<file path="config.mk">
export PLATFORM = sky130hd
export DESIGN_NAME = psrt_ram
export DESIGN_NICKNAME = d
export VERILOG_FILES = /design/src/psrt_ram.sv
export SDC_FILE = /design/constraint.sdc
export NUM_CORES = 1
export LEC_CHECK = 0
export BUFFER_PORTS_ARGS = -buffer_cell sky130_fd_sc_hd__buf_2
export CAP_MARGIN = 10
export CELL_PAD_IN_SITES_DETAIL_PLACEMENT = 1
export CELL_PAD_IN_SITES_GLOBAL_PLACEMENT = 1
export CORE_MARGIN = 3
export CORE_UTILIZATION = 45
export DETAILED_ROUTE_END_ITERATION = 6
export GPL_TIMING_DRIVEN = 0
export PLACE_DENSITY_LB_ADDON = 0.1
export SYNTH_ARGS = -nofsm -noshare
export SYNTH_HDL_FRONTEND = slang
export SYNTH_SLANG_ARGS = --single-unit
</file>
<file path="constraint.sdc">
create_clock -name clk -period 6.2 [get_ports clk]
set_clock_uncertainty 0.1 [all_clocks]
set_input_delay 1.24 -clock clk [delete_from_list [all_inputs] [get_ports clk]]
set_output_delay 1.24 -clock clk [all_outputs]
set_load 0.1 [all_outputs]
</file>
<file path="src/psrt_ram.sv">
// ----------------------------------------------------------------------------
// psrt_ram: generic simple dual-port RAM
// One write and one read per cycle, registered read data.
// ----------------------------------------------------------------------------
`default_nettype none
module psrt_ram #(
  parameter int WIDTH = 8,
  parameter int DEPTH = 16
) (
  input  wire logic                     clk,
  input  wire logic                     we,
  input  wire logic [$clog2(DEPTH)-1:0] waddr,
  input  wire logic [WIDTH-1:0]         wdata,
  input  wire logic [$clog2(DEPTH)-1:0] raddr,
  output logic      [WIDTH-1:0]         rdata
);
  logic [WIDTH-1:0] mem [DEPTH];
  always_ff @(posedge clk) begin
    if (we) begin
      mem[waddr] <= wdata;
    end
    rdata <= mem[raddr];
  end
endmodule
`default_nettype wire

</file>
# Yosys cells after proc, flatten, opt, wreduce, memory -nomap -nowiden
# Memory sizes are Yosys's and may differ from the RTL's. A register that Yosys moved wholly into a read port is not among the register bits.
# Index checks and enable logic that the tools add are counted.
# totals
mem_bits_rw	128
in_bits	18
memories	1
out_inout_bits	8
ff_bits	0
word_cells	3
# memory_table
name	words	width	read_ports	rd_ports_with_merged_regs	wr	line_no	source
mem	16	8	1	1	1	17	logic [WIDTH-1:0] mem [DEPTH];
# op_classes
n_mux	2
# op_table
op	n
two-way mux 1 bit	2

# Longest topological paths before layout
# logic_depth
word_depth	2
mapped_depth	5
mapped_depth_nobuf	3

# Least setup slack after synthesis
# Ideal clock, no wire load.
# synth_timing
path_kind	input -> register
start	in waddr[2]
end	mem mem[0][0], enable pin
n_path_buf	0
required_ns	5.717
cell_stages	2
slack_ns	3.367
t_arrival_ns	2.350
path_cell_list	or3b_2 > nor3_1
# synth_rtl
item	line_no	source
start, declared	12	input wire logic [$clog2(DEPTH)-1:0] waddr,
end, declared	17	
# Straight into the memory's write port.

# Final worst setup path
# layout_timing
start	in waddr[2]
end	mem mem[0][1], enable pin
# Straight into the memory's write port.

==> run metrics <==
Global Route Usage Sum=0.179; CP Depth=4; CTS Hold Bufs=0; Reg-to-Reg Start=mem[5][0]; worst reg-to-reg setup slack=4.62 ns; Die ar.=0.0128 sq mm; average via count per standard cell=5.63; RR Endpoint=rdata[0]; die width=113 microns; Fmax=0.360 GHz; Worst slew margin=0.439; Num Clock Sinks=136; Sum Neg Setup Slack=0 ns; synthesis-to-finish area growth=17.1%; vias in the first global route=2,471; post-route insts no fill=429; fin crit period=2.77 ns; drt initial violations=147; worst path bufs/invs=2; hpwl dp=6580 microns; first-pass GRT wire length=15,900 microns; hold_sp=mem[11][1]; top_reg_cell synth=edfxtp_1; H-Tree Depth=4; # rows=38; Fin. Hold Viols=0; share of cells above drive strength 1=0.291; CP Cell Sequence=buf_2, or3b_2, nor3_1, buf_4; clock latency on the worst-skew pair=0.42 ns; CP Launch Point=waddr[2]; Reg2Reg Depth=3; crit end category=register; Mapped Area=0.00515 sq mm; Max-cap violations=0; Final Max Tran Viols=0; DR DRC count=0; Synth Register Bits=136; RSZ-0062 raised after global routing=false; maximum number of pins on one net before global-route repair=17; count leader, synth=edfxtp_1; post-CTS setup buffer count=0; cts bufs inserted=17; GPL Wtd Cong=0.686; initial antenna violation count=0; syn_area_per_cell=22.5 sq um; Inst Count DP=395; clock root cell=clkbuf_16; clock buffer depth=2; Worst Setup Start Kind=input pin; outcome=completed; buffers added on ports=24; crit path kind=input pin to register; Cells after Synth=229; Post-CTS Resized=0; Post-synth EDFFs=128; WL/cell=24.5 microns; Setup crit end=mem[0][1]; synth unique cells=19; CTS tree=built; final setup violation count=0; area leader, netlist=edfxtp_1; Arr. time, crit path=2.80 ns; Die Y=113 microns; ys async rst share=0; maximum VDD drop=0.191 mV; top-level port count=26; Max stage delay on crit path=0.64 ns; Required @ worst endpoint=6.23 ns; Overflow after GRT=0; Initial DRT Pass Iterations=4; Clock transition at path regs=0.05 ns; Ys Warns=0; top cell type's share of synthesized area=0.747; Final period util=0.448; sequential-to-total area share from yosys stat=0.778; Starting Density=0.467; ranking of synthesized cells by area=edfxtp_1, mux4_2, mux4_1; crit path max fanout=5; CP top delay family=simple AND/OR/NAND/NOR gates; final WL=10,500 microns; Antenna Cells=0; Slew @ Worst Pin=0.838 ns; Pwr per Cell Area=353 mW/mm^2; nets=294; core area=0.0110 sq mm; top post-synthesis cells by count=edfxtp_1, mux4_2, a22oi_1, mux4_1, nor2_1; syn nets=247; via count=2,416; Pleak=2.03 nW; antenna viol nets, final=0; worst hold path type=register to register; Slowest cell on crit path=nor3_1
==> metrics by stage <==
stage           util  power (W)  setup slack, ns  instance area, sq um  hold slack [ns]
6_report       0.547    0.00213             3.43                  6030            0.577
5_1_grt        0.547    0.00220             3.38                  6030            0.617
3_3_place_gp   0.493    0.00119             2.75                  5440            0.561
4_1_cts        0.545    0.00215             3.44                  6020            0.579
3_5_place_dp   0.495    0.00120             3.02                  5460            0.566
2_1_floorplan      -    0.00115             3.37                  5150            0.529
==> where the power goes <==
part | switching (W) | total (W) | internal [W]
clock | 0.000354 | 0.000951 | 0.000598
combinational | 0.000102 | 0.000143 | 0.0000412
sequential | 0.00000475 | 0.00103 | 0.00103
total | 0.000460 | 0.00213 | 0.00167
==> state kept, by name, summed over array words and instances (netlist names) <==
name / count
mem: 128
rdata: 8
==> routing by layer <==
metal | routed length (microns) | track usage
met1 | 4590 | 0.245
met3 | 675 | 0.0529
met4 | 184 | 0.0697
met5 | 0 | 0
met2 | 5060 | 0.275
==> kinds of logic after synthesis <==
logic type / Yosys count / share of synthesized area
AND/OR/NAND/NOR: 35 / 0.0318
multiplexers: 32 / 0.150
buffers and inverters: 10 / 0.0168
AO/OA/AOI/OAI: 16 / 0.0233
flip-flops: 136 / 0.778
==> area by class of cell <==
class / count / area (sq um)
Fill cell: 999 / 5000
Sequential cell: 136 / 4000
Multi-Input combinational cell: 83 / 1060
Clock buffer: 23 / 458
Tap cell: 140 / 175
Timing Repair Buffer: 28 / 148
Clock inverter: 9 / 100
Buffer: 10 / 86.3
==> cell usage in the layout, fill, tap and decap left out, types with 2 or more instances in the layout <==
cell	n
edfxtp_1	128
buf_2	28
mux4_2	18
clkbuf_16	17
a22oi_1	16
mux4_1	14
nor2_1	13
nand2_1	9
dfxtp_1	8
clkbuf_1	5
clkinv_2	5
nor3_1	4
buf_6	3
clkdlybuf4s25_2	3
buf_4	3
nand3b_1	2
nand2b_1	2
bufinv_16	2
clkinvlp_4	2
==> worst min path at each step <==
| stage | to | slack [ns] | depth (start not counted) |
|---|---|---|---|
| global route | rdata[1] | 0.62 | 3 |
| finish | rdata[1] | 0.58 | 3 |
| global placement | rdata[1] | 0.56 | 3 |
| CTS | rdata[2] | 0.58 | 3 |
| floorplan | rdata[0] | 0.53 | 3 |
| detailed placement | rdata[2] | 0.57 | 3 |
==> worst min-delay path, delay by kind of cell (launching register included) <==
kind	cells	cell delay, ns
compound gates	1	0.08
flops	1	0.31
mux	1	0.21
simple gates	1	0.05
Note: power is estimated with default switching activity, not from simulation.
