File: config.mk
export PLATFORM = sky130hd
export DESIGN_NAME = psrt_div
export DESIGN_NICKNAME = d
export VERILOG_FILES = /design/src/psrt_pkg.sv /design/src/psrt_div.sv
export SDC_FILE = /design/constraint.sdc
export NUM_CORES = 1
export LEC_CHECK = 0
export ABC_AREA = 1
export BUFFER_PORTS_ARGS = -buffer_cell sky130_fd_sc_hd__buf_2
export CAP_MARGIN = 15
export CORE_MARGIN = 2
export CORE_UTILIZATION = 30
export CTS_BUF_LIST = sky130_fd_sc_hd__clkbuf_16
export DETAILED_ROUTE_END_ITERATION = 8
export REMOVE_ABC_BUFFERS = 1
export SLEW_MARGIN = 10
export SYNTH_ARGS = -nofsm -noshare
export SYNTH_HDL_FRONTEND = slang
export SYNTH_SLANG_ARGS = --single-unit
File: constraint.sdc
create_clock -name clk -period 3.2 [get_ports clk]
set_input_delay 0.16 -clock clk [delete_from_list [all_inputs] [get_ports clk]]
set_output_delay 0.16 -clock clk [all_outputs]
set_load 0.005 [all_outputs]
File: src/psrt_pkg.sv
// ----------------------------------------------------------------------------
// psrt_pkg: shared types and constants for the packet sample rate tracker
// Widths, defaults, register indexes and the sequencer state type.
// ----------------------------------------------------------------------------
`default_nettype none
package psrt_pkg;
  localparam int STREAM_ENTRIES_DEF = 16;
  localparam int CHANNELS_DEF       = 16;
  localparam int CFG_IDX_W  = 1;
  localparam int CFG_DATA_W = 20;
  localparam logic [CFG_IDX_W-1:0] REG_THRESHOLD = 1'd0;
  localparam logic [CFG_IDX_W-1:0] REG_TICKS     = 1'd1;
  localparam logic [13:0] SEQ_WRAP = 14'd9999;
  localparam logic [6:0]  THRESH_RESET = 7'd1;
  localparam logic [19:0] TICKS_RESET  = 20'd1000;

  typedef struct packed {
    logic [15:0] unit_id;
    logic [15:0] stream_id;
    logic [3:0]  channel;
    logic [13:0] seq_number;
    logic [47:0] timestamp;
    logic [15:0] sample_count;
  } psrt_req_t;

  typedef struct packed {
    logic        rate_valid;
    logic [31:0] sample_rate;
    logic        rate_changed;
    logic        seq_break;
    logic        table_full;
  } psrt_rsp_t;

  typedef enum logic [3:0] {
    ST_IDLE, ST_SCAN, ST_SCAN_WAIT, ST_DECIDE, ST_CHAN_RD, ST_CHAN_WAIT,
    ST_MUL, ST_DIV, ST_UPDATE, ST_OUT
  } psrt_state_t;

  // divider handshake
  typedef struct packed {
    logic start;
    logic busy;
    logic done;
  } psrt_div_ctl_t;
endpackage
`default_nettype wire

File: src/psrt_div.sv
// ----------------------------------------------------------------------------
// psrt_div: restoring divider, one quotient bit per cycle
// 64-bit numerator over 48-bit divisor; quotient saturated to 32 bits.
// ----------------------------------------------------------------------------
`default_nettype none
module psrt_div
  import psrt_pkg::*;
(
  input  wire logic          clk,
  input  wire logic          rst_n,
  input  wire logic          start,
  input  wire logic [63:0]   num,
  input  wire logic [47:0]   den,
  output psrt_div_ctl_t      ctl,
  output logic [31:0]        quot
);
  logic [63:0] n_r, n_nxt;
  logic [48:0] rem_r, rem_nxt;
  logic [63:0] q_r, q_nxt;
  logic [6:0]  cnt_r, cnt_nxt;
  logic        busy_r, busy_nxt, done_r, done_nxt;
  logic [48:0] trial;
  logic [49:0] sub;

  always_comb begin
    n_nxt = n_r; rem_nxt = rem_r; q_nxt = q_r; cnt_nxt = cnt_r;
    busy_nxt = busy_r; done_nxt = 1'b0;
    trial = {rem_r[47:0], n_r[63]};
    sub = {1'b0, trial} - {2'b0, den};
    if (start) begin
      n_nxt = num; rem_nxt = '0; q_nxt = '0; cnt_nxt = 7'd64; busy_nxt = 1'b1;
    end else if (busy_r) begin
      n_nxt = {n_r[62:0], 1'b0};
      if (!sub[49]) begin
        rem_nxt = sub[48:0]; q_nxt = {q_r[62:0], 1'b1};
      end else begin
        rem_nxt = trial; q_nxt = {q_r[62:0], 1'b0};
      end
      cnt_nxt = cnt_r - 7'd1;
      if (cnt_r == 7'd1) begin
        busy_nxt = 1'b0; done_nxt = 1'b1;
      end
    end
  end

  always_ff @(posedge clk) begin
    if (!rst_n) begin
      busy_r <= 1'b0; done_r <= 1'b0; cnt_r <= '0;
    end else begin
      busy_r <= busy_nxt; done_r <= done_nxt; cnt_r <= cnt_nxt;
    end
    n_r <= n_nxt; rem_r <= rem_nxt; q_r <= q_nxt;
  end

  assign ctl.start = start;
  assign ctl.busy  = busy_r;
  assign ctl.done  = done_r;
  assign quot = (q_r[63:32] != '0) ? 32'hFFFF_FFFF : q_r[31:0];
endmodule
`default_nettype wire
Word level (Yosys, flattened, before mapping)
Index checks and enable logic that the tools add are counted.

Equal/unequal tests: 1. Reduce and logical (&&, ||, !) cells: 4. Bitwise operators: 2. Shift-type cells: 0. Div/mod/pow operators: 0. Order comparisons: 0. Multipliers: 0. Add/sub/neg operators: 2. Muxes and demuxes: 11.

Operator list (count): $mux 64 (2); $sub 49x48->50 (1); $mux 48 (1); $mux 32 (1); $reduce_bool 32->1 (1); $mux 7 (2); $eq 7x1->1 const B (1); $sub 7x1->7 const B (1); $mux 1 (5); $reduce_or 3->1 (1); $not 1->1 (2); $reduce_bool 2->1 (1); $reduce_or 2->1 (1).

Register bits after elaboration: 185. Memories: 0. Output and inout port bits: 35. Bits in writable memories: 0. Bits in read-only memories: 0. Latch bits: 0.

Logic depth before layout (Yosys ltp)
Depth after elaboration: 4. Depth in mapped cells: 18.

Worst setup path after synthesis
Ideal clock, no wire load.

Path kind: input to register. From: input port start. To: register n_r[0] (enable). Data arrival time: 2681 ps. Cell stages on the path: 4. Slack: 66 ps. Buffers on the path: 2. Library setup time: 454 ps. Cells stage by stage: clkbuf_1 > nor2_1 > inv_2 > clkbuf_1.

Longest elaborated chain between the ends: 1.

Ends and longest elaborated chain: start: declaration (line psrt_div.sv:11) `input wire logic start,`; $reduce_bool 2->1 (no source line); end signal: assignment (line psrt_div.sv:52) `n_r <= n_nxt; rem_r <= rem_nxt; q_r <= q_nxt;`; end: declaration (line psrt_div.sv:17) `logic [63:0] n_r, n_nxt;`.

No other way between the ends. A chain may end at the register's enable or synchronous reset.

Worst setup path after layout
From: register rem_r[6]. To: register rem_r[4].

Longest elaborated chain between the ends: 2.

Ends and longest elaborated chain: start: declaration (line psrt_div.sv:18) `logic [48:0] rem_r, rem_nxt;`; start signal: assignment (line psrt_div.sv:52); $sub 49x48->50 (line psrt_div.sv:29) `sub = {1'b0, trial} - {2'b0, den};`; $mux 48 (line psrt_div.sv:34) `if (!sub[49]) begin`.

No other way between the ends.

==> qor.csv <==
stage,metric,value,unit
run_status,run status,completed,
final_layout,net count reported at finish,2126,
timing,final worst setup slack,404,ps
synthesis,number of enable flip-flop cells after synthesis,64,
die,Vert. Die Dim,200,um
timing,Max Transition Viols Final,0,
synthesis,#FFs+latches synth,185,
run,number of maximum-capacitance constraint violations,0,
cts,buffer levels on the longest clock path,2,
power_and_ir_drop,Max IR drop VDD,0.377,mV
placement,post-placement cell area,0.0128,mm2
global_route,vias in the first global route,11214,
routing,routed via count divided by cell count,4.59,
placement,half-perimeter wire length after detailed placement,26.0,mm
synthesis,Main synth FF type,sky130_fd_sc_hd__dfxtp_1,
synthesis,async set-or-reset flop fraction in the synthesized netlist,0,%
timing,number of hold violations in the final report,0,
synthesis,number of distinct standard cells referenced by the synthesized netlist,42,
routing,Remaining DRCs,0,
power_and_ir_drop,Leak Pwr,7.53,nW
setup_path,critical path peak fanout,39,
die,area of the core,0.0378,mm2
placement,IO Port Bufs,149,
routing,Final Routed Wirelength,34.7,mm
cts,clock latency of the later-clocked register in the worst-skew pair,460,ps
cts,maximum level of the CTS H-tree,4,
min_path,worst min path class,in -> reg,
setup_path,Crit. End Element,flop,
setup_path,arrival time at the worst endpoint,3140,ps
placement,number of placed cells counting well taps,2388,
routing,TritonRoute pass-1 iters,5,
synthesis,Mapped Area,0.0115,mm2
timing,count of endpoints failing setup in the final report,0,
global_route,overall track demand over capacity in global routing,17.3,%
routing,number of routed nets with antenna violations,0,
synthesis,share of the yosys chip area belonging to registers,37.6,%
routing,routed wire length per instance,13.9,um
placement,routability-driven placement congestion ratio,0.957,
timing,final total negative setup slack,0,ps
cts,number of CTS-inserted buffers,17,
global_route,global route total overflow,0,
cts,clock tree from TritonCTS,yes,
timing,actual transition at the worst max-transition pin,752,ps
timing,highest achievable clock rate,358,MHz
final_layout,proportion of layout cells with a drive suffix above 1,10.7,%
timing,worst hold margin,39.2,ps
final_layout,count of fill cells added during filler insertion,4105,
routing,number of DRC markers in iteration 0,798,
timing,relative slew slack,49.8,%
synthesis,count of synthesis-stage warnings from yosys,0,
timing,unrepaired setup endpoints after global routing,no,
synthesis,synthesized instance count,1767,
final_layout,number of non-filler instances in the completed layout,2488,
power_and_ir_drop,pwr/cell area,375,mW/mm2
die,Std-Cell Rows,71,
cts,cell chosen for the clock root,sky130_fd_sc_hd__clkbuf_16,
cts,post-CTS setup buffer count,0,
final_layout,area added between synthesis and finish,21.5,%
setup_path,data required time of the worst path,3540,ps
routing,vias,11419,
timing,Worst Clk Skew,13.5,ps
setup_path,Register-to-Register Path Depth,13,
min_path,number of cells traversed by the worst hold path,3,
global_route,largest net degree at the start of global routing,66,
final_layout,post-route design area,0.0140,mm2
cts,clock transition time at the flip-flop clock pins of the worst setup and hold paths,70,ps
synthesis,Mapped Avg Cell Area,6.54,um2
setup_path,startpoint type of the worst setup path,flop,
global_route,global-route wire length before repair,56.0,mm
setup_path,critical path type,reg -> reg,
die,area of the die,0.0401,mm2
die,overall die width,200,um
cts,Clock Sink Count,185,
global_route,number of antenna violations at the first check in global routing,4,
placement,"worst slack, placed",398,ps
die,effective utilization at floorplan,30.6,%
timing,time the final worst path needs with I/O delays and setup,2800,ps
die,I/O pin count,150,
timing,final worst path period share,87.4,%
[sequential cells by signal, summed over array words and instances, names as in the netlist]
name	flops
rem_r	48
cnt_r	7
n_r	64
done_r	1
q_r	64
busy_r	1
[path summary, 6_finish.rpt]
path	start	endpoint	slack [ps]
max	rem_r[6]	rem_r[4]	400
min	num[45]	n_r[45]	40
max reg2reg	rem_r[6]	rem_r[4]	400
min reg2reg	rem_r[45]	rem_r[45]	470
[cell families (layout without fill, tap and decap cells)]
kind of cell	Yosys count	after routing	synth area share [%]
adder cells (fa/ha/maj)	51	51	5.59
AND/OR/NAND/NOR	961	961	33.9
other	0	4	0
buffers and inverters	375	581	12.7
AO/OA/AOI/OAI	176	176	8.73
XOR/XNOR	19	19	1.44
flip-flops	185	185	37.6
[cells in the final DEF, fill, tap and decap left out, types with 6 or more instances in the layout]
master                            n
sky130_fd_sc_hd__nand2_1        693
sky130_fd_sc_hd__inv_1          316
sky130_fd_sc_hd__buf_2          149
sky130_fd_sc_hd__dfxtp_1        121
sky130_fd_sc_hd__nor2_1         106
sky130_fd_sc_hd__nand3_1         90
sky130_fd_sc_hd__dlygate4sd3_1   64
sky130_fd_sc_hd__edfxtp_1        64
sky130_fd_sc_hd__o22ai_1         62
sky130_fd_sc_hd__a21oi_1         53
sky130_fd_sc_hd__ha_1            50
sky130_fd_sc_hd__o21ai_0         39
sky130_fd_sc_hd__nand4_1         30
sky130_fd_sc_hd__clkbuf_16       19
sky130_fd_sc_hd__buf_4           14
sky130_fd_sc_hd__xnor2_1         13
sky130_fd_sc_hd__nor3_1          10
sky130_fd_sc_hd__o21bai_1        10
sky130_fd_sc_hd__nor4_1           6
sky130_fd_sc_hd__xor2_1           6
[Yosys cell counts, types with 2 or more instances]
cell	instances	area, um2
sky130_fd_sc_hd__a31oi_1	3	18.8
sky130_fd_sc_hd__o22ai_1	62	388
sky130_fd_sc_hd__clkbuf_1	37	139
sky130_fd_sc_hd__buf_6	2	22.5
sky130_fd_sc_hd__xor2_1	6	52.6
sky130_fd_sc_hd__or2_1	5	31.3
sky130_fd_sc_hd__buf_8	2	30.0
sky130_fd_sc_hd__ha_1	50	626
sky130_fd_sc_hd__xnor2_1	13	114
sky130_fd_sc_hd__inv_1	316	1190
sky130_fd_sc_hd__o211ai_1	4	30.0
sky130_fd_sc_hd__nand4_1	30	188
sky130_fd_sc_hd__nor2_2	3	18.8
sky130_fd_sc_hd__edfxtp_1	64	1920
sky130_fd_sc_hd__nor2_1	108	405
sky130_fd_sc_hd__nand3_1	90	450
sky130_fd_sc_hd__a21boi_0	3	22.5
sky130_fd_sc_hd__inv_2	4	15.0
sky130_fd_sc_hd__nor3_1	10	50.1
sky130_fd_sc_hd__nand3b_1	5	37.5
sky130_fd_sc_hd__nand2_2	3	18.8
sky130_fd_sc_hd__buf_2	5	25.0
sky130_fd_sc_hd__buf_4	5	37.5
sky130_fd_sc_hd__nor4_1	7	43.8
sky130_fd_sc_hd__a21oi_1	53	265
sky130_fd_sc_hd__dfxtp_1	121	2420
sky130_fd_sc_hd__nand2_1	693	2600
sky130_fd_sc_hd__o21bai_1	10	75.1
sky130_fd_sc_hd__buf_1	2	7.51
sky130_fd_sc_hd__o21ai_0	39	195
[metal layers]
layer / vias up / wire, um / global-route usage (%)
met3: 49 / 2170 / 4.17
li1: 5911 / - / -
met5: - / 16 / 0
met1: 5142 / 15700 / 21.9
met4: 2 / 745 / 5.20
met2: 315 / 16000 / 29.0
[repair_timing]
item                                   CTS  global route
hold buffers                            64             0
resized for setup                        0             0
endpoints found under the hold margin   65             0
[worst max-delay path, cell delays in order (launching register included)]
cell                      delay, ps
sky130_fd_sc_hd__dfxtp_1        340
sky130_fd_sc_hd__ha_1           360
sky130_fd_sc_hd__nand2_1        160
sky130_fd_sc_hd__nor2_2         230
sky130_fd_sc_hd__nand3_1        130
sky130_fd_sc_hd__nand3_2        160
sky130_fd_sc_hd__nand2_1        100
sky130_fd_sc_hd__nand2_2        100
sky130_fd_sc_hd__nand2_2         80
sky130_fd_sc_hd__nand3_4        370
sky130_fd_sc_hd__buf_4          360
sky130_fd_sc_hd__a21oi_1        100
sky130_fd_sc_hd__o21ai_0        110
sky130_fd_sc_hd__nand2_1         70
[cell type report]
cell class / count / area (um2) / area share [%]
antenna: 4 / 10.0 / 0.0713
clock buffer: 19 / 475 / 3.39
tap: 511 / 639 / 4.56
inverter: 321 / 1210 / 8.60
sequential: 185 / 4340 / 31.0
multi-input combinational: 1207 / 5740 / 40.9
clock inverter: 13 / 104 / 0.740
timing repair buffer: 228 / 1510 / 10.8
[where the power goes]
part	switching, mW	internal, mW
Clock	1.00	1.11
Sequential	0.0306	2.54
Combinational	0.356	0.230
[stage by stage]
stage | total power [mW] | utilization [%]
floorplan | 2.93 | -
global placement | 3.15 | 33.9
detailed placement | 3.15 | 33.9
CTS | 5.33 | 37.2
global route | 5.52 | 37.2
finish | 5.27 | 37.2
Note: power is estimated with default switching activity, not from simulation.
